### src/rtl/core/tsfm_pkg.sv
package tsfm_pkg;

   localparam int ADC_BITS    = 12;
   localparam int SUM_W       = ADC_BITS + 2;
   localparam int GROUP_LEN   = 3;
   localparam int BURST_LEN   = 9;
   localparam int CNT_W       = 4;
   localparam int THR_W       = 12;
   localparam int CFG_W       = 32;
   localparam int CSR_IDX_W   = 3;
   localparam int FRAC_BITS   = 16;
   localparam int DISP_W      = 16;
   localparam int CMP_W       = (ADC_BITS > THR_W) ? ADC_BITS : THR_W;
   localparam int RECIP_SHIFT = SUM_W + 1;
   localparam int RECIP3      = ((1 << RECIP_SHIFT) + GROUP_LEN - 1) / GROUP_LEN;
   localparam int DIV_W       = SUM_W + RECIP_SHIFT;
   localparam int PROD_W      = CFG_W + ADC_BITS + 1;
   localparam int ACC_W       = PROD_W + 2;
   localparam int QUOT_W      = ACC_W - FRAC_BITS;

   localparam logic signed [CFG_W-1:0] RST_GAIN_XX = -32'sd5427;
   localparam logic signed [CFG_W-1:0] RST_GAIN_XY = 32'sd52;
   localparam logic signed [CFG_W-1:0] RST_OFF_X   = 32'sd21324460;
   localparam logic signed [CFG_W-1:0] RST_GAIN_YX = 32'sd537;
   localparam logic signed [CFG_W-1:0] RST_GAIN_YY = 32'sd8424;
   localparam logic signed [CFG_W-1:0] RST_OFF_Y   = -32'sd2188524;
   localparam logic [THR_W-1:0]        RST_THRESH  = 12'd2;

   typedef enum logic [CSR_IDX_W-1:0] {
      CSR_GAIN_X_FROM_X     = 3'd0,
      CSR_GAIN_X_FROM_Y     = 3'd1,
      CSR_OFFSET_X          = 3'd2,
      CSR_GAIN_Y_FROM_X     = 3'd3,
      CSR_GAIN_Y_FROM_Y     = 3'd4,
      CSR_OFFSET_Y          = 3'd5,
      CSR_OUTLIER_THRESHOLD = 3'd6
   } csr_index_type;

   typedef enum logic [1:0] {
      STATUS_OK     = 2'd0,
      STATUS_NOISY  = 2'd1,
      STATUS_PEN_UP = 2'd2
   } status_type;

   typedef logic [ADC_BITS-1:0] sample_type;
   typedef logic [SUM_W-1:0]    sum_type;

   typedef struct packed {
      logic signed [CFG_W-1:0] gain_xx;
      logic signed [CFG_W-1:0] gain_xy;
      logic signed [CFG_W-1:0] off_x;
      logic signed [CFG_W-1:0] gain_yx;
      logic signed [CFG_W-1:0] gain_yy;
      logic signed [CFG_W-1:0] off_y;
      logic [THR_W-1:0]        threshold;
   } cfg_type;

   typedef struct packed {
      logic             pen_up;
      sum_type [2:0]    x_sum;
      sum_type [2:0]    y_sum;
   } burst_type;

   typedef struct packed {
      logic             pen_up;
      sample_type [2:0] x_avg;
      sample_type [2:0] y_avg;
   } avg_type;

   typedef struct packed {
      status_type status;
      sample_type raw_x;
      sample_type raw_y;
   } point_type;

   typedef struct packed {
      logic       ok;
      sample_type value;
   } axis_type;

   // truncating divide by three through the reciprocal
   function automatic sample_type div3(sum_type s);
      logic [DIV_W-1:0] p;
      p = DIV_W'(s) * DIV_W'(RECIP3);
      return ADC_BITS'(p >> RECIP_SHIFT);
   endfunction

   function automatic sample_type absdiff(sample_type a, sample_type b);
      return (a > b) ? (a - b) : (b - a);
   endfunction

   function automatic axis_type filter_axis(sample_type [2:0] a, logic [THR_W-1:0] thr);
      sample_type      d0;
      sample_type      d1;
      sample_type      d2;
      logic [ADC_BITS:0] pair;
      axis_type        r;
      d0 = absdiff(a[0], a[1]);
      d1 = absdiff(a[1], a[2]);
      d2 = absdiff(a[2], a[0]);
      r.ok = !((CMP_W'(d0) > CMP_W'(thr)) && (CMP_W'(d1) > CMP_W'(thr))
               && (CMP_W'(d2) > CMP_W'(thr)));
      if (d0 < d1) begin
         if (d2 < d0) pair = {1'b0, a[0]} + {1'b0, a[2]};
         else         pair = {1'b0, a[0]} + {1'b0, a[1]};
      end else if (d2 < d1) begin
         pair = {1'b0, a[0]} + {1'b0, a[2]};
      end else begin
         pair = {1'b0, a[1]} + {1'b0, a[2]};
      end
      r.value = pair[ADC_BITS:1];
      return r;
   endfunction

   // Q31.16 sum truncated toward zero, saturated to the display width
   function automatic logic signed [DISP_W-1:0] to_display(logic signed [ACC_W-1:0] acc);
      logic signed [QUOT_W-1:0] q;
      logic                     over;
      q = QUOT_W'(acc >>> FRAC_BITS);
      if (acc[ACC_W-1] && (|acc[FRAC_BITS-1:0])) q = q + QUOT_W'(1);
      over = !((&q[QUOT_W-1:DISP_W-1]) || !(|q[QUOT_W-1:DISP_W-1]));
      if (over && !q[QUOT_W-1]) return {1'b0, {(DISP_W-1){1'b1}}};
      if (over)                 return {1'b1, {(DISP_W-1){1'b0}}};
      return q[DISP_W-1:0];
   endfunction

endpackage

### src/rtl/core/tsfm_csr.sv
module tsfm_csr (
   input  logic                              clock,
   input  logic                              reset,
   input  logic                              csr_write_en,
   input  logic [tsfm_pkg::CSR_IDX_W-1:0]    csr_index,
   input  logic [tsfm_pkg::CFG_W-1:0]        csr_wdata,
   output tsfm_pkg::cfg_type                 cfg
);
   import tsfm_pkg::*;

   cfg_type cfg_ff;
   cfg_type cfg_in;

   always_comb begin
      cfg_in = cfg_ff;
      if (csr_write_en) begin
         case (csr_index_type'(csr_index))
            CSR_GAIN_X_FROM_X:     cfg_in.gain_xx   = csr_wdata;
            CSR_GAIN_X_FROM_Y:     cfg_in.gain_xy   = csr_wdata;
            CSR_OFFSET_X:          cfg_in.off_x     = csr_wdata;
            CSR_GAIN_Y_FROM_X:     cfg_in.gain_yx   = csr_wdata;
            CSR_GAIN_Y_FROM_Y:     cfg_in.gain_yy   = csr_wdata;
            CSR_OFFSET_Y:          cfg_in.off_y     = csr_wdata;
            CSR_OUTLIER_THRESHOLD: cfg_in.threshold = csr_wdata[THR_W-1:0];
            default:               cfg_in = cfg_ff;
         endcase
      end
   end

   always_ff @(posedge clock) begin
      if (reset) begin
         cfg_ff.gain_xx   <= RST_GAIN_XX;
         cfg_ff.gain_xy   <= RST_GAIN_XY;
         cfg_ff.off_x     <= RST_OFF_X;
         cfg_ff.gain_yx   <= RST_GAIN_YX;
         cfg_ff.gain_yy   <= RST_GAIN_YY;
         cfg_ff.off_y     <= RST_OFF_Y;
         cfg_ff.threshold <= RST_THRESH;
      end else begin
         cfg_ff <= cfg_in;
      end
   end

   assign cfg = cfg_ff;

endmodule

### config.mk
export PLATFORM = sky130hd
export DESIGN_NAME = tsfm_csr
export DESIGN_NICKNAME = d
export VERILOG_FILES = /design/src/rtl/core/tsfm_pkg.sv /design/src/rtl/core/tsfm_csr.sv
export SDC_FILE = /design/constraint.sdc
export NUM_CORES = 1
export LEC_CHECK = 0
export BUFFER_PORTS_ARGS = -buffer_cell sky130_fd_sc_hd__buf_2
export CAP_MARGIN = 20
export CORE_ASPECT_RATIO = 1.5
export CORE_MARGIN = 2
export CORE_UTILIZATION = 30
export CTS_BUF_LIST = sky130_fd_sc_hd__clkbuf_4 sky130_fd_sc_hd__clkbuf_8
export CTS_CLUSTER_SIZE = 40
export DETAILED_ROUTE_END_ITERATION = 8
export GPL_ROUTABILITY_DRIVEN = 0
export PLACE_DENSITY = 0.62
export SYNTH_ARGS = -nofsm -noshare
export SYNTH_HDL_FRONTEND = slang
export SYNTH_SLANG_ARGS = --single-unit
### constraint.sdc
create_clock -name clock -period 3.23 [get_ports clock]
set_input_delay 0 -clock clock [delete_from_list [all_inputs] [get_ports clock]]
set_output_delay 0 -clock clock [all_outputs]
set_load 0.02 [all_outputs]
=== Word-level counts from Yosys, hierarchy flattened ===
Cells that the tools add are included.

* Equality and inequality tests: 6
* Reduce and logical (&&, ||, !) cells: 8

{| class="wikitable"
|+ Operators with widths
! cell !! count
|-
| 2-bit AND reduction || 7
|-
| 3-bit == test, second input constant || 3
|-
| 3-bit by 2-bit == test with 1-bit output, second input constant || 2
|-
| 3-bit by 1-bit == test with 1-bit output, second input constant || 1
|-
| 3-bit zero test || 1
|}

* Flip-flop bits (word level): 204
* Bits of input ports: 38
* Output and inout port bits: 204
* Logic and storage cells: 21

=== Depth between registers and ports, before layout ===
* Depth in word-level cells: 2
* Gate-level depth with buffers: 5
* Depth with buffers taken out: 2

=== Least setup slack after synthesis ===
OpenSTA, ideal clock, no wires.

* Path type: input -> register
* Start: input csr_index[1] in the netlist's numbering
* End: register cfg_ff, in the netlist cfg[182]
* Setup time: 0.072 ns
* Arrival time: 0.950 ns
* Data required time: 3.158 ns
* Setup slack: 2.209 ns
* Cell stages on the path: 4
* Buffers on the path: 2
* Path through: buf_4 -> nor4b_4 -> buf_6 -> mux2i_1

* Cells in the longest elaborated chain, start to end: 2

{| class="wikitable"
|+ Ends and longest elaborated chain
! element !! RTL line !! text
|-
| start: declaration || tsfm_csr.sv:5 || <nowiki>input logic [tsfm_pkg::CSR_IDX_W-1:0] csr_index,</nowiki>
|-
| 3-bit zero test || tsfm_csr.sv:17 || <nowiki>case (csr_index_type'(csr_index))</nowiki>
|-
| 2-bit AND reduction (no line) || - ||
|-
| end signal: assignment || tsfm_csr.sv:40 || <nowiki>cfg_ff <= cfg_in;</nowiki>
|-
| end: declaration || tsfm_csr.sv:11 || <nowiki>cfg_type cfg_ff;</nowiki>
|}

Every way passes these cells.
A chain may end at the register's enable or synchronous reset.

==> qor.yml <==
critical_path:
  critical_path_class: "in2reg"
  cpMaxStageDelayCell: "dlygate4sd3_1"
  cp.required_ns: 3.75
  worst_setup_path_end_kind: "flop"
  r2r_start: "cfg[172]"
  cp_slowest_stage_delay_ns: 0.57
  crit_arrival_ns: 2.40
  crit_path_max_fanout: 91
  timing.critical_path.mode_cell: "dlygate4sd3_1"
  critPathLaunch: "reset"
  cp_num_buf_inv: 4
  crit_chain: "dlygate4sd3_1 > buf_6 > nor2_1 > dlygate4sd3_1 > mux2i_1 > dlygate4sd3_1"
  worstSetupStartpointType: "input pin"
  critical_path.top_delay_family: "buffers and inverters"
final_layout:
  n_fill_cell: 2643
  drive_above_1_share: 0.300
  layout_commonest_cell: "buf_2"
  fin_cells: 1363
  largest_reg_flops: 204
  area_delta_synth_final_pct: 31.0
  nets: 1044
  final_area_um2: 10400
  layout_common_cells: "buf_2 (240), mux2i_1 (204), dfxtp_1 (204)"
  diodes: 0
placement:
  dp_cells: 1269
  dpl_cell_area_um2: 9380
  hpwl_um: 15900
  dp_slack_ns: 1.60
  io_buffers: 241
cts:
  h-tree-depth: 1
  cts_setup_buffers: 0
  cts_buffers: 31
  cts_tree: "yes"
  clk_latency_ns: 0.57
  path_clk_slew_ns: 0.06
  clockRootBuffer: "clkbuf_8"
  clock_sinks: 204
  clock_path_buffers: 3
global_routing:
  top_usage_layer: "met2"
  antenna_found_initial: 0
  grt.overflow.total: 0
  grt_pass1_wl_um: 35000
  grt.met1_usage: 0.182
  grt_pass1_vias: 6066
  met3_usage: 0.0420
  grt.total_usage: 0.165
  grt_use_met2: 0.305
  grt_max_degree: 92
floorplanning:
  die_h_um: 203
  start_util: 0.302
  dieArea_um2: 27800
  core-area_um2: 26300
  rows: 73
  io_pins: 242
  die_w_um: 137
sta:
  finalHoldViolations: 0
  fin_tns_setup_ns: 0
  fin_crit_sh: 0.584
  max_freq_mhz: 530
  finalSetupViolations: 0
  final_max_slew_viol_count: 0
  rsz0062_at_grt: "false"
  worst_slack_ns: 1.34
  finClkSkew_ns: 0
  slew_headroom: 0.344
  worstMarginPinSlew_ns: 0.981
  min_period_ns: 1.89
detailed_routing:
  first_pass_iters: 6
  dr.first_iter.drc_count: 175
  wl_per_cell_um: 17.2
  post-route-drc-count: 0
  viasPerCell: 4.41
  vias: 6007
  drtAntennaViolNets: 0
  routed_wl_um: 23500
synthesis:
  synthCells: 738
  syn_area_um2: 7950
  ys_ff_latch: 204
  avgSynthCellArea_um2: 10.8
  synth.distinct_cells: 12
  synth.net_count: 776
  yosysSeqAreaShare: 0.514
  ys_warn_count: 0
pwr:
  p_total_mw: 5.19
  irDropWorstVdd_uv: 299
  p_per_area_nw_per_um2: 498
  p_leak_nw: 5.16
hold_path:
  worstHoldStart: "csr_index[2]"
  hold_class: "in2reg"
run_status:
  status: "finished, final reports clean"
flow_run:
  cap_violations: 0
final cells by class:
class                      count  area [um2]  share of cell area
multi-input combinational    479        3590               0.344
sequential                   204        4080               0.392
clock buffer                  48         579              0.0556
timing repair buffer         290        1710               0.165
tap                          337         422              0.0405
clock inverter                 5        27.5             0.00264
synth_stat cells, drive strengths merged:
cell,instances,area (um2)
nand4b,3,26.3
nand2b,165,1030
dfxtp,204,4080
nor2,102,383
buf,33,228
and4bb,1,12.5
clkbuf,22,82.6
nor4b,1,23.8
nand4bb,3,33.8
mux2i,204,2040
power breakdown:
group	internal (mW)	switching [mW]	leakage (nW)
logic	0.191	0.276	3.18
registers	2.57	0.0291	1.65
clock network	1.13	0.990	0.327
worst reg2reg max path: cells and delay by family, from the launching register on:
family	cells	cell delay, ns
buf+inv	1	0.58
simple gates	1	0.11
flops	1	0.31
mux	1	0.08
logic make-up after synthesis:
kind of cell  Yosys count  synth area share
mux                   204             0.257
flops                 204             0.514
buf+inv                55            0.0390
simple gates          275             0.190
worst paths after layout:
| check | end | slack, ns | cells after the start |
|---|---|---|---|
| worst max-delay path | cfg[1] | 1.34 | 6 |
| worst min-delay path | cfg[2] | 0.16 | 3 |
| worst max register to register | cfg[172] | 2.03 | 3 |
| worst min register to register | cfg[153] | 0.47 | 2 |
what timing repair did:
item                       CTS  global route
hold endpoints to repair   200             0
setup endpoints to repair    0             0
resized for setup            0             0
hold buffers                39             0
through the flow:
step                utilization  hold slack, ns
floorplan                     -           0.161
global placement          0.356           0.273
detailed placement        0.356           0.288
CTS                       0.394           0.127
global route              0.396           0.173
finish                    0.396           0.162
metal layers:
metal	share of wire	wire length, um
met5	0	0
met1	0.39	9120
met2	0.52	12300
met4	0.021	497
met3	0.068	1610
Note: power is estimated with default switching activity, not from simulation.
