$ cat config.mk
export PLATFORM = sky130hd
export DESIGN_NAME = tsfm_filter
export DESIGN_NICKNAME = d
export VERILOG_FILES = /design/src/rtl/core/tsfm_pkg.sv /design/src/rtl/core/tsfm_filter.sv
export SDC_FILE = /design/constraint.sdc
export NUM_CORES = 2
export LEC_CHECK = 0
export BUFFER_PORTS_ARGS = -buffer_cell sky130_fd_sc_hd__buf_2
export CORE_MARGIN = 2
export CORE_UTILIZATION = 55
export CTS_CLUSTER_SIZE = 10
export DETAILED_ROUTE_END_ITERATION = 6
export GPL_ROUTABILITY_DRIVEN = 0
export PLACE_DENSITY_LB_ADDON = 0.12
export SLEW_MARGIN = 25
export SYNTH_ARGS = -nofsm -noshare
export SYNTH_HDL_FRONTEND = slang
export SYNTH_SLANG_ARGS = --single-unit
$ cat constraint.sdc
create_clock -name clock -period 5.9 [get_ports clock]
set_clock_uncertainty 0.1 [all_clocks]
set_input_delay 1.18 -clock clock [delete_from_list [all_inputs] [get_ports clock]]
set_output_delay 1.18 -clock clock [all_outputs]
set_load 0.02 [all_outputs]
$ cat src/rtl/core/tsfm_pkg.sv
package tsfm_pkg;

   localparam int ADC_BITS    = 12;
   localparam int SUM_W       = ADC_BITS + 2;
   localparam int GROUP_LEN   = 3;
   localparam int BURST_LEN   = 9;
   localparam int CNT_W       = 4;
   localparam int THR_W       = 12;
   localparam int CFG_W       = 32;
   localparam int CSR_IDX_W   = 3;
   localparam int FRAC_BITS   = 16;
   localparam int DISP_W      = 16;
   localparam int CMP_W       = (ADC_BITS > THR_W) ? ADC_BITS : THR_W;
   localparam int RECIP_SHIFT = SUM_W + 1;
   localparam int RECIP3      = ((1 << RECIP_SHIFT) + GROUP_LEN - 1) / GROUP_LEN;
   localparam int DIV_W       = SUM_W + RECIP_SHIFT;
   localparam int PROD_W      = CFG_W + ADC_BITS + 1;
   localparam int ACC_W       = PROD_W + 2;
   localparam int QUOT_W      = ACC_W - FRAC_BITS;

   localparam logic signed [CFG_W-1:0] RST_GAIN_XX = -32'sd5427;
   localparam logic signed [CFG_W-1:0] RST_GAIN_XY = 32'sd52;
   localparam logic signed [CFG_W-1:0] RST_OFF_X   = 32'sd21324460;
   localparam logic signed [CFG_W-1:0] RST_GAIN_YX = 32'sd537;
   localparam logic signed [CFG_W-1:0] RST_GAIN_YY = 32'sd8424;
   localparam logic signed [CFG_W-1:0] RST_OFF_Y   = -32'sd2188524;
   localparam logic [THR_W-1:0]        RST_THRESH  = 12'd2;

   typedef enum logic [CSR_IDX_W-1:0] {
      CSR_GAIN_X_FROM_X     = 3'd0,
      CSR_GAIN_X_FROM_Y     = 3'd1,
      CSR_OFFSET_X          = 3'd2,
      CSR_GAIN_Y_FROM_X     = 3'd3,
      CSR_GAIN_Y_FROM_Y     = 3'd4,
      CSR_OFFSET_Y          = 3'd5,
      CSR_OUTLIER_THRESHOLD = 3'd6
   } csr_index_type;

   typedef enum logic [1:0] {
      STATUS_OK     = 2'd0,
      STATUS_NOISY  = 2'd1,
      STATUS_PEN_UP = 2'd2
   } status_type;

   typedef logic [ADC_BITS-1:0] sample_type;
   typedef logic [SUM_W-1:0]    sum_type;

   typedef struct packed {
      logic signed [CFG_W-1:0] gain_xx;
      logic signed [CFG_W-1:0] gain_xy;
      logic signed [CFG_W-1:0] off_x;
      logic signed [CFG_W-1:0] gain_yx;
      logic signed [CFG_W-1:0] gain_yy;
      logic signed [CFG_W-1:0] off_y;
      logic [THR_W-1:0]        threshold;
   } cfg_type;

   typedef struct packed {
      logic             pen_up;
      sum_type [2:0]    x_sum;
      sum_type [2:0]    y_sum;
   } burst_type;

   typedef struct packed {
      logic             pen_up;
      sample_type [2:0] x_avg;
      sample_type [2:0] y_avg;
   } avg_type;

   typedef struct packed {
      status_type status;
      sample_type raw_x;
      sample_type raw_y;
   } point_type;

   typedef struct packed {
      logic       ok;
      sample_type value;
   } axis_type;

   // truncating divide by three through the reciprocal
   function automatic sample_type div3(sum_type s);
      logic [DIV_W-1:0] p;
      p = DIV_W'(s) * DIV_W'(RECIP3);
      return ADC_BITS'(p >> RECIP_SHIFT);
   endfunction

   function automatic sample_type absdiff(sample_type a, sample_type b);
      return (a > b) ? (a - b) : (b - a);
   endfunction

   function automatic axis_type filter_axis(sample_type [2:0] a, logic [THR_W-1:0] thr);
      sample_type      d0;
      sample_type      d1;
      sample_type      d2;
      logic [ADC_BITS:0] pair;
      axis_type        r;
      d0 = absdiff(a[0], a[1]);
      d1 = absdiff(a[1], a[2]);
      d2 = absdiff(a[2], a[0]);
      r.ok = !((CMP_W'(d0) > CMP_W'(thr)) && (CMP_W'(d1) > CMP_W'(thr))
               && (CMP_W'(d2) > CMP_W'(thr)));
      if (d0 < d1) begin
         if (d2 < d0) pair = {1'b0, a[0]} + {1'b0, a[2]};
         else         pair = {1'b0, a[0]} + {1'b0, a[1]};
      end else if (d2 < d1) begin
         pair = {1'b0, a[0]} + {1'b0, a[2]};
      end else begin
         pair = {1'b0, a[1]} + {1'b0, a[2]};
      end
      r.value = pair[ADC_BITS:1];
      return r;
   endfunction

   // Q31.16 sum truncated toward zero, saturated to the display width
   function automatic logic signed [DISP_W-1:0] to_display(logic signed [ACC_W-1:0] acc);
      logic signed [QUOT_W-1:0] q;
      logic                     over;
      q = QUOT_W'(acc >>> FRAC_BITS);
      if (acc[ACC_W-1] && (|acc[FRAC_BITS-1:0])) q = q + QUOT_W'(1);
      over = !((&q[QUOT_W-1:DISP_W-1]) || !(|q[QUOT_W-1:DISP_W-1]));
      if (over && !q[QUOT_W-1]) return {1'b0, {(DISP_W-1){1'b1}}};
      if (over)                 return {1'b1, {(DISP_W-1){1'b0}}};
      return q[DISP_W-1:0];
   endfunction

endpackage

$ cat src/rtl/core/tsfm_filter.sv
module tsfm_filter (
   input  logic                  clock,
   input  logic                  reset,
   input  tsfm_pkg::cfg_type     cfg,
   input  logic                  burst_valid,
   output logic                  burst_ready,
   input  tsfm_pkg::burst_type   burst,
   output logic                  point_valid,
   input  logic                  point_ready,
   output tsfm_pkg::point_type   point
);
   import tsfm_pkg::*;

   logic      avg_valid_ff;
   avg_type   avg_ff;
   avg_type   avg_in;
   logic      avg_load;
   logic      point_valid_ff;
   point_type point_ff;
   point_type point_in;
   logic      point_load;
   axis_type  ax;
   axis_type  ay;

   assign point_load  = !point_valid_ff || point_ready;
   assign avg_load    = !avg_valid_ff || point_load;
   assign burst_ready = avg_load;

   always_comb begin
      avg_in.pen_up = burst.pen_up;
      for (int i = 0; i < 3; i++) begin
         avg_in.x_avg[i] = div3(burst.x_sum[i]);
         avg_in.y_avg[i] = div3(burst.y_sum[i]);
      end
      ax = filter_axis(avg_ff.x_avg, cfg.threshold);
      ay = filter_axis(avg_ff.y_avg, cfg.threshold);
      point_in = '0;
      if (avg_ff.pen_up) begin
         point_in.status = STATUS_PEN_UP;
      end else if (!(ax.ok && ay.ok)) begin
         point_in.status = STATUS_NOISY;
      end else begin
         point_in.status = STATUS_OK;
         point_in.raw_x  = ax.value;
         point_in.raw_y  = ay.value;
      end
   end

   always_ff @(posedge clock) begin
      if (reset) begin
         avg_valid_ff   <= 1'b0;
         point_valid_ff <= 1'b0;
      end else begin
         if (avg_load)   avg_valid_ff   <= burst_valid;
         if (point_load) point_valid_ff <= avg_valid_ff;
      end
      if (avg_load && burst_valid)    avg_ff   <= avg_in;
      if (point_load && avg_valid_ff) point_ff <= point_in;
   end

   assign point_valid = point_valid_ff;
   assign point       = point_ff;

   a_reject_zero: assert property (@(posedge clock) disable iff (reset)
      (point_valid_ff && point_ff.status != STATUS_OK)
         |-> (point_ff.raw_x == '0) && (point_ff.raw_y == '0))
      else $error("rejected point carries raw data");

endmodule

### Word-level counts from Yosys, hierarchy flattened

Cells that the tools add are included.

* flip-flop bits (word level): 101
* bits of input ports: 293
* output and inout bits: 28
* word-level logic and storage cells: 82

* add/subtract/negate cells: 18
* $mul: 6
* $lt $le $gt $ge: 18
* mux-type cells: 13
* bitwise logic cells: 1
* reductions and logical operators: 14

Operators with widths (count)
* $mul A14 B14 Y27 const B: 6
* $gt A12 B12 Y1: 12
* $sub A12 B12 Y12: 12
* $add A12 B12 Y13: 6
* $mux W13: 6
* $lt A12 B12 Y1: 6
* $mux W12: 6
* $logic_and A1 B1 Y1: 7
* $logic_not A1 Y1: 4
* $logic_or A1 B1 Y1: 2
* $reduce_or A2 Y1: 1
* $mux W1: 1
* $not A1 Y1: 1

### Logic depth before layout (Yosys ltp)

* word-level depth: 9
* gate-level depth with buffers: 27
* gate-level depth less buffers: 23

### Worst setup path after synthesis

No wires, ideal clock.

* kind: in2reg
* from: in burst[1] in the netlist's numbering
* to: reg avg_ff[11] in the netlist's numbering (data pin)
* setup time: 0.260 ns
* data arrival time: 5.827 ns
* data required time: 5.540 ns
* setup slack: -0.287 ns
* stages on the path: 20
* buffers on the path: 0
* cell sequence: ha_1 -> inv_1 -> fa_1 -> fa_1 -> inv_1 -> fa_1 -> inv_1 -> fa_1 -> inv_1 -> ha_1 -> ha_1 -> a21o_1 -> a211o_1 -> or4b_1 -> o22a_1 -> nand4_1 -> a31oi_1 -> a21oi_2 -> o21bai_1 -> xnor2_1

RTL lines
* start, declared: RTL line tsfm_filter.sv:7 `input tsfm_pkg::burst_type burst,`
* end signal, assigned: RTL line tsfm_filter.sv:57 `if (avg_load && burst_valid) avg_ff <= avg_in;`
* end, declared: RTL line tsfm_filter.sv:15 `avg_type avg_ff;`

==> flow_metrics.py <==
metrics = {
    "run_status": {
        "run_status": "finished, violations left",
        "failing_checks": "setup timing",
    },
    "die": {
        "io_pins": 321,
        "die_w_microns": 255,
        "core_area_sq_mm": 0.0619,
        "fp-row-count": 91,
        "die_outline_area_sq_mm": 0.0650,
        "initial_core_util": 0.559,
        "die_height_microns": 255,
    },
    "setup_path": {
        "critPathSlowestCell": "sky130_fd_sc_hd__fa_1",
        "ff2ff_path_depth": 25,
        "timing.critical_path.cells": "buf_12 -> ha_4 -> ha_4 -> inv_4 -> fa_1 -> inv_2 -> fa_1 -> inv_2 -> fa_1 -> fa_1 -> inv_1 -> ha_2 -> a21o_1 -> a211o_1 -> or4b_1 -> o22a_1 -> buf_4 -> buf_6 -> a21oi_4 -> nor2b_1 -> nor3_2 -> nor2_1",
        "critical-path-top-delay-family": "adder cells",
        "slowest_delay_ns": 0.56,
        "timing.critical_path.arrival_ns": 5.99,
        "crit-reg2reg-capture": "point[7]$_SDFFCE_PP0P_",
        "crit-reg2reg-launch": "avg_ff[12]$_DFFE_PP_",
        "required_arrival_time_at_the_worst_endpoint_ns": 5.96,
        "crit_fanout": 4,
        "setup.worst_path.class": "input pin to flip-flop",
        "number_of_buffers_and_inverters_on_the_critical_path": 7,
        "timing.critical_path.mode_cell": "sky130_fd_sc_hd__fa_1",
        "reg2reg_slack_ns": 0.20,
        "end_kind": "flip-flop",
        "setup.worst_path.start_class": "input pin",
    },
    "yosys": {
        "syn-instance-count": 3757,
        "ys_seq_elements": 101,
        "mappedNetlistArea_sq_mm": 0.0346,
        "synth-warning-count": 0,
        "synth-adder-area-share": 0.523,
        "yosys_most_used_dff": "sky130_fd_sc_hd__edfxtp_1",
        "simple_gate_portion_of_the_synthesized_area": 0.0778,
        "yosys.area_share.xor_xnor": 0.0549,
        "synth_top_family_by_area": "adder cells",
        "synthesis.nets": 5286,
        "synth_cell_type_count": 92,
        "synth_seq_area_share": 0.0870,
        "synth-compound-area-share": 0.125,
        "synth.avg_cell_area_sq_um": 9.21,
        "synth-async-reset-ratio": 0,
        "edff_count_synth": 99,
        "synth_mux_area_frac": 0.0291,
    },
    "min_path": {
        "hold_path.startpoint": "avg_ff[72]$_DFFE_PP_",
        "min_path_cells": 0,
        "min_path_type": "flip-flop to flip-flop",
        "hold_path_end": "point[25]$_SDFFCE_PP1P_",
    },
    "place": {
        "placed_cell_area_sq_mm": 0.0393,
        "dp.final_hpwl_microns": 76900,
        "placement.io_buffers": 128,
    },
    "timing": {
        "timing_hold_violations_final": 0,
        "period_share": 1.01,
        "maxSlewHeadroom": 0.320,
        "clock.fmax_ghz": 0.169,
        "tightest_slew_ns": 1.02,
        "postLayoutSetupSlackWorst_ns": -0.0307,
        "final-max-slew-violation-count": 0,
        "finalHoldWorstSlack_ns": 0.411,
        "fin_setup_tns_ns": -0.0417,
        "rsz0062_at_grt": "yes",
        "final-setup-viol-count": 2,
        "final.min_clock_period_ns": 5.93,
    },
    "layout": {
        "most_common_library_cell_in_the_layout_ignoring_fill_and_taps": "sky130_fd_sc_hd__ha_1",
        "final_instance_area_sq_mm": 0.0405,
        "final_net_count": 5794,
        "area_delta_synth_final_pct": 16.9,
        "mostFrequentLayoutCells": "sky130_fd_sc_hd__ha_1, sky130_fd_sc_hd__inv_1, sky130_fd_sc_hd__buf_4",
        "drive_gt1_frac": 0.176,
    },
    "grt": {
        "grt_pass1_vias": 27900,
        "grt_overflow_total": 0,
        "grt_pass1_wl_microns": 141000,
        "grt_antenna_before_repair": 3,
        "grt_start_max_net_pins": 39,
        "gr-usage-all-layers": 0.275,
    },
    "run": {
        "cap_viol_max_count": 0,
    },
    "cts": {
        "insertion_delay_ns": 0.41,
        "cts.htree.levels": 3,
        "cts_root_buffer": "sky130_fd_sc_hd__clkbuf_16",
        "cts_made_buffers": 9,
        "max-clock-path-buffers": 2,
        "post_cts_hold_buffer_count": 0,
        "clkSinkCount": 101,
        "clkSlewWorstSetupHoldPaths_ns": 0.09,
        "tritoncts": "built",
    },
    "detailed_routing": {
        "vias": 27400,
        "ant_nets": 0,
        "route.detailed.vias_per_inst": 5.36,
        "drt-total-wl_microns": 87100,
        "routed_wire_per_std_cell_microns": 17.0,
        "post-route-drc-count": 0,
        "drtPass1Iterations": 5,
        "drt_iter0_markers": 1452,
    },
}
-- sequential cells by signal (all words and copies together) (netlist names) --
signal and cells:
avg_ff 73, avg_valid_ff 1, point 26, point_valid 1
-- how the worst max path moves through the flow --
stage | from | endpoint | slack, ns | cells after the start
after CTS | burst[3] | avg_ff[11]$_DFFE_PP_ | -0.03 | 21
after detailed placement | burst[0] | avg_ff[11]$_DFFE_PP_ | -0.49 | 21
after global routing | burst[8] | avg_ff[6]$_DFFE_PP_ | -0.17 | 22
after floorplan | burst[0] | avg_ff[11]$_DFFE_PP_ | -0.11 | 20
final | burst[8] | avg_ff[6]$_DFFE_PP_ | -0.03 | 22
after global placement | burst[0] | avg_ff[11]$_DFFE_PP_ | -0.47 | 21
-- what timing repair did --
action | 4_1_cts | 5_1_grt
gates resized for setup | 12 | 116
gates cloned | 0 | 1
endpoints found under the hold margin | 0 | 0
setup buffers | 3 | 15
endpoints found under the setup margin | 6 | 60
pin swaps | 15 | 33
-- area by class of cell --
class	count	area, sq um
multi-input combinational	2733	28800
fill	5299	21500
timing repair buffer	568	4040
inverter	852	3200
clock inverter	5	82.6
antenna	4	10.0
clock buffer	11	233
sequential	101	3010
tap	837	1050
-- cells in the mapped netlist, drive strengths merged (4+ instances only) --
| master | number | area, sq um |
|---|---|---|
| ha | 882 | 11000 |
| inv | 852 | 3200 |
| fa | 354 | 7090 |
| a21oi | 213 | 1080 |
| nor2 | 189 | 709 |
| xnor2 | 169 | 1490 |
| a21o | 100 | 752 |
| edfxtp | 99 | 2970 |
| o21ai | 86 | 434 |
| mux2i | 78 | 781 |
| nor3 | 78 | 390 |
| nand2 | 62 | 248 |
| nand4 | 49 | 307 |
| xor2 | 47 | 412 |
| buf | 44 | 277 |
| nor2b | 42 | 263 |
| o21a | 36 | 270 |
| o21bai | 31 | 233 |
| clkbuf | 27 | 103 |
| nand3 | 25 | 125 |
| a211oi | 23 | 173 |
| nand2b | 23 | 144 |
| mux2 | 20 | 225 |
| a31oi | 19 | 138 |
| a2111oi | 16 | 154 |
| o211ai | 15 | 113 |
| o41ai | 15 | 161 |
| nor4 | 14 | 87.6 |
| o31ai | 14 | 105 |
| or3 | 10 | 62.6 |
| and2 | 9 | 56.3 |
| a211o | 8 | 70.1 |
| a221oi | 8 | 82.6 |
| a31o | 8 | 70.1 |
| or2 | 8 | 50.1 |
| and3 | 7 | 43.8 |
| nor3b | 6 | 50.1 |
| a221o | 5 | 50.1 |
| o22a | 5 | 43.8 |
| nand3b | 4 | 30.0 |
| o211a | 4 | 40.0 |
| o22ai | 4 | 25.0 |
-- cells by family after synthesis --
logic type	count (synthesis)
AOI/OAI and AO/OA	643
xor gates and xnor gates	216
adders and majority gates	1236
buffers and inverters	923
DFF	101
muxes	98
and+or+nand+nor	540
-- per-layer routing --
layer  vias to the layer above  wire, microns  GRT usage
li1                      13600              -          -
met1                     13100          40000      0.377
met2                       532          41600      0.469
met3                       119           3070     0.0187
met4                         0           2410     0.0767
met5                         -              0          0
-- per-stage QoR --
stage | util | setup WS (ns) | cells
after floorplan | - | -0.107 | 3757
after global placement | 0.634 | -0.469 | 5072
after detailed placement | 0.634 | -0.489 | 5072
after CTS | 0.640 | -0.0334 | 5091
after global routing | 0.653 | -0.173 | 5111
final | 0.653 | -0.0307 | 5111
Power is left out: the tool's default activity adds up to more than one toggle a clock period on the data nets, which glitch-free logic cannot reach.
