$ cat src/rtl/core/tsfm_pkg.sv
package tsfm_pkg;

   localparam int ADC_BITS    = 12;
   localparam int SUM_W       = ADC_BITS + 2;
   localparam int GROUP_LEN   = 3;
   localparam int BURST_LEN   = 9;
   localparam int CNT_W       = 4;
   localparam int THR_W       = 12;
   localparam int CFG_W       = 32;
   localparam int CSR_IDX_W   = 3;
   localparam int FRAC_BITS   = 16;
   localparam int DISP_W      = 16;
   localparam int CMP_W       = (ADC_BITS > THR_W) ? ADC_BITS : THR_W;
   localparam int RECIP_SHIFT = SUM_W + 1;
   localparam int RECIP3      = ((1 << RECIP_SHIFT) + GROUP_LEN - 1) / GROUP_LEN;
   localparam int DIV_W       = SUM_W + RECIP_SHIFT;
   localparam int PROD_W      = CFG_W + ADC_BITS + 1;
   localparam int ACC_W       = PROD_W + 2;
   localparam int QUOT_W      = ACC_W - FRAC_BITS;

   localparam logic signed [CFG_W-1:0] RST_GAIN_XX = -32'sd5427;
   localparam logic signed [CFG_W-1:0] RST_GAIN_XY = 32'sd52;
   localparam logic signed [CFG_W-1:0] RST_OFF_X   = 32'sd21324460;
   localparam logic signed [CFG_W-1:0] RST_GAIN_YX = 32'sd537;
   localparam logic signed [CFG_W-1:0] RST_GAIN_YY = 32'sd8424;
   localparam logic signed [CFG_W-1:0] RST_OFF_Y   = -32'sd2188524;
   localparam logic [THR_W-1:0]        RST_THRESH  = 12'd2;

   typedef enum logic [CSR_IDX_W-1:0] {
      CSR_GAIN_X_FROM_X     = 3'd0,
      CSR_GAIN_X_FROM_Y     = 3'd1,
      CSR_OFFSET_X          = 3'd2,
      CSR_GAIN_Y_FROM_X     = 3'd3,
      CSR_GAIN_Y_FROM_Y     = 3'd4,
      CSR_OFFSET_Y          = 3'd5,
      CSR_OUTLIER_THRESHOLD = 3'd6
   } csr_index_type;

   typedef enum logic [1:0] {
      STATUS_OK     = 2'd0,
      STATUS_NOISY  = 2'd1,
      STATUS_PEN_UP = 2'd2
   } status_type;

   typedef logic [ADC_BITS-1:0] sample_type;
   typedef logic [SUM_W-1:0]    sum_type;

   typedef struct packed {
      logic signed [CFG_W-1:0] gain_xx;
      logic signed [CFG_W-1:0] gain_xy;
      logic signed [CFG_W-1:0] off_x;
      logic signed [CFG_W-1:0] gain_yx;
      logic signed [CFG_W-1:0] gain_yy;
      logic signed [CFG_W-1:0] off_y;
      logic [THR_W-1:0]        threshold;
   } cfg_type;

   typedef struct packed {
      logic             pen_up;
      sum_type [2:0]    x_sum;
      sum_type [2:0]    y_sum;
   } burst_type;

   typedef struct packed {
      logic             pen_up;
      sample_type [2:0] x_avg;
      sample_type [2:0] y_avg;
   } avg_type;

   typedef struct packed {
      status_type status;
      sample_type raw_x;
      sample_type raw_y;
   } point_type;

   typedef struct packed {
      logic       ok;
      sample_type value;
   } axis_type;

   // truncating divide by three through the reciprocal
   function automatic sample_type div3(sum_type s);
      logic [DIV_W-1:0] p;
      p = DIV_W'(s) * DIV_W'(RECIP3);
      return ADC_BITS'(p >> RECIP_SHIFT);
   endfunction

   function automatic sample_type absdiff(sample_type a, sample_type b);
      return (a > b) ? (a - b) : (b - a);
   endfunction

   function automatic axis_type filter_axis(sample_type [2:0] a, logic [THR_W-1:0] thr);
      sample_type      d0;
      sample_type      d1;
      sample_type      d2;
      logic [ADC_BITS:0] pair;
      axis_type        r;
      d0 = absdiff(a[0], a[1]);
      d1 = absdiff(a[1], a[2]);
      d2 = absdiff(a[2], a[0]);
      r.ok = !((CMP_W'(d0) > CMP_W'(thr)) && (CMP_W'(d1) > CMP_W'(thr))
               && (CMP_W'(d2) > CMP_W'(thr)));
      if (d0 < d1) begin
         if (d2 < d0) pair = {1'b0, a[0]} + {1'b0, a[2]};
         else         pair = {1'b0, a[0]} + {1'b0, a[1]};
      end else if (d2 < d1) begin
         pair = {1'b0, a[0]} + {1'b0, a[2]};
      end else begin
         pair = {1'b0, a[1]} + {1'b0, a[2]};
      end
      r.value = pair[ADC_BITS:1];
      return r;
   endfunction

   // Q31.16 sum truncated toward zero, saturated to the display width
   function automatic logic signed [DISP_W-1:0] to_display(logic signed [ACC_W-1:0] acc);
      logic signed [QUOT_W-1:0] q;
      logic                     over;
      q = QUOT_W'(acc >>> FRAC_BITS);
      if (acc[ACC_W-1] && (|acc[FRAC_BITS-1:0])) q = q + QUOT_W'(1);
      over = !((&q[QUOT_W-1:DISP_W-1]) || !(|q[QUOT_W-1:DISP_W-1]));
      if (over && !q[QUOT_W-1]) return {1'b0, {(DISP_W-1){1'b1}}};
      if (over)                 return {1'b1, {(DISP_W-1){1'b0}}};
      return q[DISP_W-1:0];
   endfunction

endpackage

$ cat src/rtl/core/tsfm_if.sv
interface tsfm_req_if;
   import tsfm_pkg::*;
   logic       valid;
   logic       ready;
   sample_type sample_x;
   sample_type sample_y;
   logic       pen_down;
   modport source(output valid, output sample_x, output sample_y, output pen_down,
                  input ready);
   modport sink(input valid, input sample_x, input sample_y, input pen_down,
                output ready);
endinterface


$ cat src/rtl/core/tsfm_accum.sv
module tsfm_accum (
   input  logic                  clock,
   input  logic                  reset,
   tsfm_req_if.sink              req,
   output logic                  burst_valid,
   input  logic                  burst_ready,
   output tsfm_pkg::burst_type   burst
);
   import tsfm_pkg::*;

   logic [CNT_W-1:0] count_ff;
   logic [CNT_W-1:0] count_in;
   sum_type [2:0]    x_sum_ff;
   sum_type [2:0]    x_sum_in;
   sum_type [2:0]    y_sum_ff;
   sum_type [2:0]    y_sum_in;
   sum_type [2:0]    x_add;
   sum_type [2:0]    y_add;
   logic             burst_valid_ff;
   logic             burst_valid_in;
   burst_type        burst_ff;
   logic [1:0]       grp;
   logic             accept;
   logic             last;
   logic             done;
   logic             load;

   assign load      = !burst_valid_ff || burst_ready;
   assign req.ready = load;
   assign accept    = req.valid && load;

   always_comb begin
      if (count_ff < CNT_W'(GROUP_LEN))          grp = 2'd0;
      else if (count_ff < CNT_W'(2 * GROUP_LEN)) grp = 2'd1;
      else                                       grp = 2'd2;
      x_add      = x_sum_ff;
      y_add      = y_sum_ff;
      x_add[grp] = x_sum_ff[grp] + SUM_W'(req.sample_x);
      y_add[grp] = y_sum_ff[grp] + SUM_W'(req.sample_y);
      last       = (count_ff == CNT_W'(BURST_LEN - 1));
      done       = last || !req.pen_down;
      x_sum_in   = x_sum_ff;
      y_sum_in   = y_sum_ff;
      count_in   = count_ff;
      if (accept) begin
         if (done) begin
            x_sum_in = '0;
            y_sum_in = '0;
            count_in = '0;
         end else begin
            x_sum_in = x_add;
            y_sum_in = y_add;
            count_in = count_ff + CNT_W'(1);
         end
      end
      burst_valid_in = load ? (accept && done) : burst_valid_ff;
   end

   always_ff @(posedge clock) begin
      if (reset) begin
         count_ff       <= '0;
         x_sum_ff       <= '0;
         y_sum_ff       <= '0;
         burst_valid_ff <= 1'b0;
      end else begin
         count_ff       <= count_in;
         x_sum_ff       <= x_sum_in;
         y_sum_ff       <= y_sum_in;
         burst_valid_ff <= burst_valid_in;
      end
      if (accept && done) begin
         burst_ff.pen_up <= !last;
         burst_ff.x_sum  <= x_add;
         burst_ff.y_sum  <= y_add;
      end
   end

   assign burst_valid = burst_valid_ff;
   assign burst       = burst_ff;

   a_count_range: assert property (@(posedge clock) disable iff (reset)
      count_ff <= CNT_W'(BURST_LEN - 1))
      else $error("burst count out of range");

   a_lift_clears: assert property (@(posedge clock) disable iff (reset)
      (accept && !req.pen_down) |=> (count_ff == '0) && (x_sum_ff == '0))
      else $error("pen lift did not clear burst");

endmodule

$ cat src/flat_wrapper.sv
// flat-port wrapper written by rule: the top's interface ports become plain ports
module tsfm_accum_flat import tsfm_pkg::*;
  (clock, reset, burst_valid, burst_ready, burst, req_valid, req_sample_x, req_sample_y, req_pen_down, req_ready);
  tsfm_req_if req_i ();
  input  logic clock;
  input  logic reset;
  output logic burst_valid;
  input  logic burst_ready;
  output tsfm_pkg::burst_type burst;
  input wire logic [$bits(req_i.valid)-1:0] req_valid;
  input wire logic [$bits(req_i.sample_x)-1:0] req_sample_x;
  input wire logic [$bits(req_i.sample_y)-1:0] req_sample_y;
  input wire logic [$bits(req_i.pen_down)-1:0] req_pen_down;
  output wire logic [$bits(req_i.ready)-1:0] req_ready;
  assign req_i.valid = req_valid;
  assign req_i.sample_x = req_sample_x;
  assign req_i.sample_y = req_sample_y;
  assign req_i.pen_down = req_pen_down;
  assign req_ready = req_i.ready;
  tsfm_accum u_core (.clock(clock), .reset(reset), .req(req_i), .burst_valid(burst_valid), .burst_ready(burst_ready), .burst(burst));
endmodule
$ cat config.mk
export PLATFORM = sky130hd
export DESIGN_NAME = tsfm_accum_flat
export DESIGN_NICKNAME = d
export VERILOG_FILES = /design/src/rtl/core/tsfm_pkg.sv /design/src/rtl/core/tsfm_if.sv /design/src/rtl/core/tsfm_accum.sv /design/src/flat_wrapper.sv
export SDC_FILE = /design/constraint.sdc
export NUM_CORES = 1
export LEC_CHECK = 0
export BUFFER_PORTS_ARGS = -buffer_cell sky130_fd_sc_hd__buf_2
export CAP_MARGIN = 20
export CORE_AREA = 2 2 130 132
export CTS_CLUSTER_SIZE = 40
export DETAILED_ROUTE_END_ITERATION = 12
export DIE_AREA = 0 0 132 134
export PLACE_DENSITY = 0.84
export SLEW_MARGIN = 20
export SYNTH_ARGS = -nofsm -noshare
export SYNTH_HDL_FRONTEND = slang
export SYNTH_SLANG_ARGS = --single-unit
$ cat constraint.sdc
create_clock -name clock -period 3.6 [get_ports clock]
set_clock_uncertainty 0.2 [all_clocks]
set_input_delay 0.18 -clock clock [delete_from_list [all_inputs] [get_ports clock]]
set_output_delay 0.18 -clock clock [all_outputs]
set_load 0.005 [all_outputs]
## Word-level counts from Yosys, hierarchy flattened

Index checks and enable logic that the tools add are counted.

| storage, ports and cells | value |
|---|---|
| register bits | 174 |
| latch bits | 0 |
| bits in writable memories | 0 |
| ROM bits | 0 |
| input bits | 29 |
| word-level logic and storage cells | 44 |
| memories kept | 0 |

| cells by class | value |
|---|---|
| $add $sub $neg | 3 |
| $mul | 0 |
| div/mod/pow operators | 0 |
| $lt $le $gt $ge | 4 |
| equality and inequality tests | 1 |
| shift operators | 0 |
| mux-type cells | 13 |
| bitwise operators | 0 |
| reductions and logical operators | 8 |

Operators with widths:

| kind | number |
|---|---|
| bitwise mux 42 bit | 2 |
| two-way mux 42 bit | 2 |
| binary-select mux 14 bit (select 2 bit) | 2 |
| two-way mux 14 bit | 3 |
| adder 14 x 12 -> 14 bit | 2 |
| demux 14 bit (select 2 bit) | 1 |
| adder 4 x 1 -> 4 bit, second input constant | 1 |
| equality test 4 bit, second input constant | 1 |
| less-than comparator 4 x 2 -> 1 bit, second input constant | 1 |
| less-than comparator 4 x 3 -> 1 bit, second input constant | 1 |
| two-way mux 2 bit | 2 |
| two-way mux 4 bit | 1 |
| logical AND 1 bit | 3 |
| zero test 1 bit | 3 |
| less-than comparator 2 x 3 -> 1 bit, second input constant | 1 |
| greater-or-equal comparator 2 x 1 -> 1 bit, second input constant | 1 |
| logical OR 1 bit | 2 |

## Depth between registers and ports, before layout

| logic depth | value |
|---|---|
| depth after elaboration | 9 |
| depth in mapped cells | 17 |
| depth with buffers taken out | 14 |

## Worst setup path before layout

Ideal clock, no wire load.

| timing | value |
|---|---|
| path type | reg2reg |
| from | register u_core.count_ff[1] |
| to | register u_core.burst_ff, in the netlist u_core.burst[54], data pin |
| setup time | 260 ps |
| data arrival time | 3492 ps |
| data required time | 3140 ps |
| setup slack | -352 ps |
| cell stages (with the launch flop) | 18 |
| path buffers | 3 |
| cell sequence | dfxtp_1 -> ha_1 -> or3_1 -> clkbuf_1 -> clkbuf_1 -> clkbuf_1 -> nand2_1 -> a31oi_1 -> ha_1 -> inv_1 -> fa_1 -> nor2b_1 -> o211ai_1 -> a21oi_1 -> a211oi_2 -> o21a_2 -> xnor2_1 -> mux2_2 |

RTL lines:

| element | RTL line | text |
|---|---|---|
| from (decl) | tsfm_accum.sv:11 | `logic [CNT_W-1:0] count_ff;` |
| from (signal assigned) | tsfm_accum.sv:66 | `count_ff <= count_in;` |
| to (decl) | tsfm_accum.sv:21 | `burst_type burst_ff;` |

==> results.yml <==
cts:
  tritoncts_num_sinks: 174
  cts_made_buffers: 17
  cts_tree: "done"
  worst_setup_hold_path_clk_slew_ns: 0.07
  ctsHtreeMaxLevel: 4
  clock_latency_ns: 0.44
  ctsLongestPathBuffers: 2
  cts_root_buf: "clkbuf_16"
min_path:
  hold_path_end: "u_core.count_ff[1]"
  hp-class: "input port to flop"
  hold_path.startpoint: "req_pen_down"
  whs_path_depth: 4
yosys:
  netlist.top_cell.by_area: "edfxtp_1"
  synth_edf_count: 85
  synth.ff_latch_count: 174
  synthesis.instances: 864
  avgSynthCellArea_um2: 9.58
  yosys_warnings: 0
  ys_top_cells_by_area: "edfxtp_1 (31%), dfxtp_1 (22%), nand2_1 (7.7%)"
  synth.yosys.seq_area_share_pct: 52.4
  number_of_distinct_standard_cells_referenced_by_the_synthesized_netlist: 51
  synth.net_count: 923
  ys_async_sr_fraction_pct: 0
  synth_largest_type_area_fraction_pct: 30.8
  mappedNetlistArea_um2: 8280
  synth_top_flop_cell: "dfxtp_1"
sta:
  post-route-period-util_pct: 99.5
  fin_crit_ns: 3.58
  grt_setup_unrepaired: "yes"
  timing.max_slew.rel_slack_pct: 39.3
  achievable-frequency_mhz: 279
  worst_slack_on_hold_paths_ns: 0.0246
  worstMarginPinSlew_ns: 0.907
  fin_tns_setup_ns: 0
  finalHoldViolations: 0
  setup_violations: 0
  finalWorstSetupSlack_ns: 0.0168
  final-max-slew-violation-count: 0
floorplanning:
  boundaryPins: 116
  initial_core_util_pct: 50.8
  placementRows: 47
  vert_die_dim_um: 134
  core_area_um2: 16300
  die_w_um: 132
  die_area_um2: 17700
power_and_ir_drop:
  ir_drop_mv: 0.362
  powerDensity_nw_per_um2: 455
  power_leakage_nw: 4.21
placed_design:
  post_dp_cell_area_um2: 9420
  hpwl_mm: 14.6
  place_congestion: 0.936
  port_buffers: 115
  placement_stage_worst_setup_slack_ns: -0.0277
status:
  result_of_the_run: "completed"
worst_setup_path:
  r2r_start: "u_core.count_ff[1]"
  timing.rr.end: "u_core.burst[54]"
  crit_path_start_kind: "flop"
  worst_r2r_path_depth: 16
  timing.setup.critical_path_class: "flop to flop"
  crit_path_slowest_cell: "fa_2"
  timing.critical_path.slowest_cell_delay_ns: 0.37
  endpoint_kind: "flop"
  crit_chain: "ha_4 > buf_6 > nor3_4 > nand2_1 > a31oi_1 > ha_2 > inv_2 > fa_2 > nor2b_2 > o211ai_1 > buf_4 > a21oi_4 > a211oi_2 > o21a_2 > xnor2_2 > mux2_4"
  worstPathMaxFanout: 4
  crit_arrival_ns: 3.58
  reg2reg_setup_slack_ns: 0.02
  required_ns: 3.59
layout:
  final_cell_area_um2: 10400
  layout-drive-gt1-share_pct: 26.6
  final_net_count: 1081
  post-route-util_pct: 64.0
  mostFrequentLayoutCells: "nand2_1 (168), buf_2 (116), dfxtp_1 (87), edfxtp_1 (85), nor2_1 (82)"
  insertedDiodeCount: 0
  synthToLayoutAreaGrowth_pct: 26.0
  layout.cells.most_common: "nand2_1"
global_route:
  total_global_route_track_usage_pct: 24.6
  antenna_violations_before_repair: 0
  largest_net_degree_at_the_start_of_global_routing: 45
  grt_overflow_total: 0
  wire_length_of_the_first_global_routing_pass_mm: 34.1
  first_global_vias: 6830
route:
  finalWirelength_mm: 23.3
  drcViolationCount: 0
  num_vias: 7351
  drt-pass1-iter-count: 6
  detailedRoute.firstIterationViolations: 970
  postRouteAntennaNets: 0
  avgRoutedWirePerCell_um: 18.5
  vias_per_cell: 5.86
run:
  max_cap_violations: 0
## Yosys cell counts (2+ instances only)
| cell type | n |
|---|---|
| xnor2_1 | 20 |
| nand3_1 | 5 |
| nand2b_1 | 8 |
| inv_1 | 10 |
| and3_1 | 2 |
| clkbuf_1 | 39 |
| a21oi_1 | 41 |
| a211oi_1 | 2 |
| o21ai_1 | 3 |
| edfxtp_1 | 85 |
| a21o_1 | 9 |
| or3_1 | 3 |
| xor2_1 | 24 |
| nor2b_1 | 5 |
| fa_1 | 2 |
| o31ai_1 | 2 |
| buf_4 | 2 |
| and2_1 | 5 |
| o211ai_1 | 3 |
| nand4_1 | 2 |
| buf_1 | 2 |
| mux2_2 | 4 |
| nor3_1 | 3 |
| a31oi_1 | 25 |
| buf_2 | 9 |
| nor2_1 | 83 |
| nand2_1 | 169 |
| o21ai_0 | 87 |
| ha_1 | 28 |
| dfxtp_1 | 89 |
| a22o_1 | 36 |
| a22oi_1 | 33 |
| mux2i_1 | 5 |
| nor3_2 | 2 |
## worst max path at each step
stage | start | end | depth (start not counted) | slack, ns
floorplan | u_core.count_ff[1] | u_core.burst[54] | 16 | 0.02
CTS | u_core.count_ff[1] | u_core.burst[66] | 16 | 0.004
detailed placement | u_core.count_ff[0] | u_core.burst[54] | 15 | -0.03
global route | u_core.count_ff[0] | u_core.burst[54] | 16 | -0.06
global placement | u_core.count_ff[0] | u_core.burst[54] | 15 | 0.06
finish | u_core.count_ff[1] | u_core.burst[54] | 16 | 0.02
## what timing repair did
item | 4_1_cts | 5_1_grt
hold buffers | 1 | 0
hold endpoints to repair | 1 | 0
setup buffers | 2 | 16
pin swaps | 3 | 26
cloned | 0 | 2
endpoints found under the setup margin | 6 | 64
gates resized for setup | 1 | 51
## per-layer routing
metal	GRT usage, %	vias to the layer above	wire, µm
li1	-	3383	-
met1	31.5	3454	9350
met2	40.1	448	11100
met3	5.37	66	1960
met4	11.3	0	845
met5	0	-	0
## flip-flops by register name (all words and copies together), names as in the netlist
name,flops
u_core.burst,85
u_core.burst_valid,1
u_core.count_ff,4
u_core.x_sum_ff,42
u_core.y_sum_ff,42
## cell families (layout without fill, tap and decap cells)
family | after synthesis | after routing | synth area share (%)
compound gates | 250 | 250 | 19.1
xor+xnor | 44 | 44 | 4.65
fa+ha+maj | 30 | 30 | 4.72
buf+inv | 63 | 233 | 3.10
flops | 174 | 174 | 52.4
mux | 9 | 9 | 1.15
simple gates | 294 | 294 | 14.9
## stage by stage
step	power, W	cells
detailed placement	0.00271	1202
global placement	0.00270	1202
CTS	0.00470	1236
floorplan	0.00252	864
global route	0.00488	1254
finish	0.00475	1254
## area by class of cell
cell class / instances / area (µm²)
fillers: 1224 / 5860
flip-flops and latches: 174 / 4340
multi-input cells: 627 / 3900
repair buffers: 192 / 1250
clock buffers: 20 / 447
well taps: 220 / 275
clock inverters: 11 / 190
inverters: 10 / 38.8
## power by group
part | switching, W | internal (W) | total (W) | leakage, nW
Clock | 0.000769 | 0.00124 | 0.00201 | 0.310
Sequential | 0.0000257 | 0.00214 | 0.00217 | 1.53
Combinational | 0.000334 | 0.000229 | 0.000563 | 2.37
Total | 0.00113 | 0.00362 | 0.00475 | 4.21
## worst max-delay path: cells and delay by family, from the launching register on
kind / cells / cell delay [ns]
adders and majority gates: 3 / 0.78
AOI/OAI and AO/OA: 5 / 0.71
and+or+nand+nor: 3 / 0.51
DFF: 1 / 0.34
buffers and inverters: 3 / 0.34
muxes: 1 / 0.28
xor gates and xnor gates: 1 / 0.16
Power figures use the tool's default switching activity.
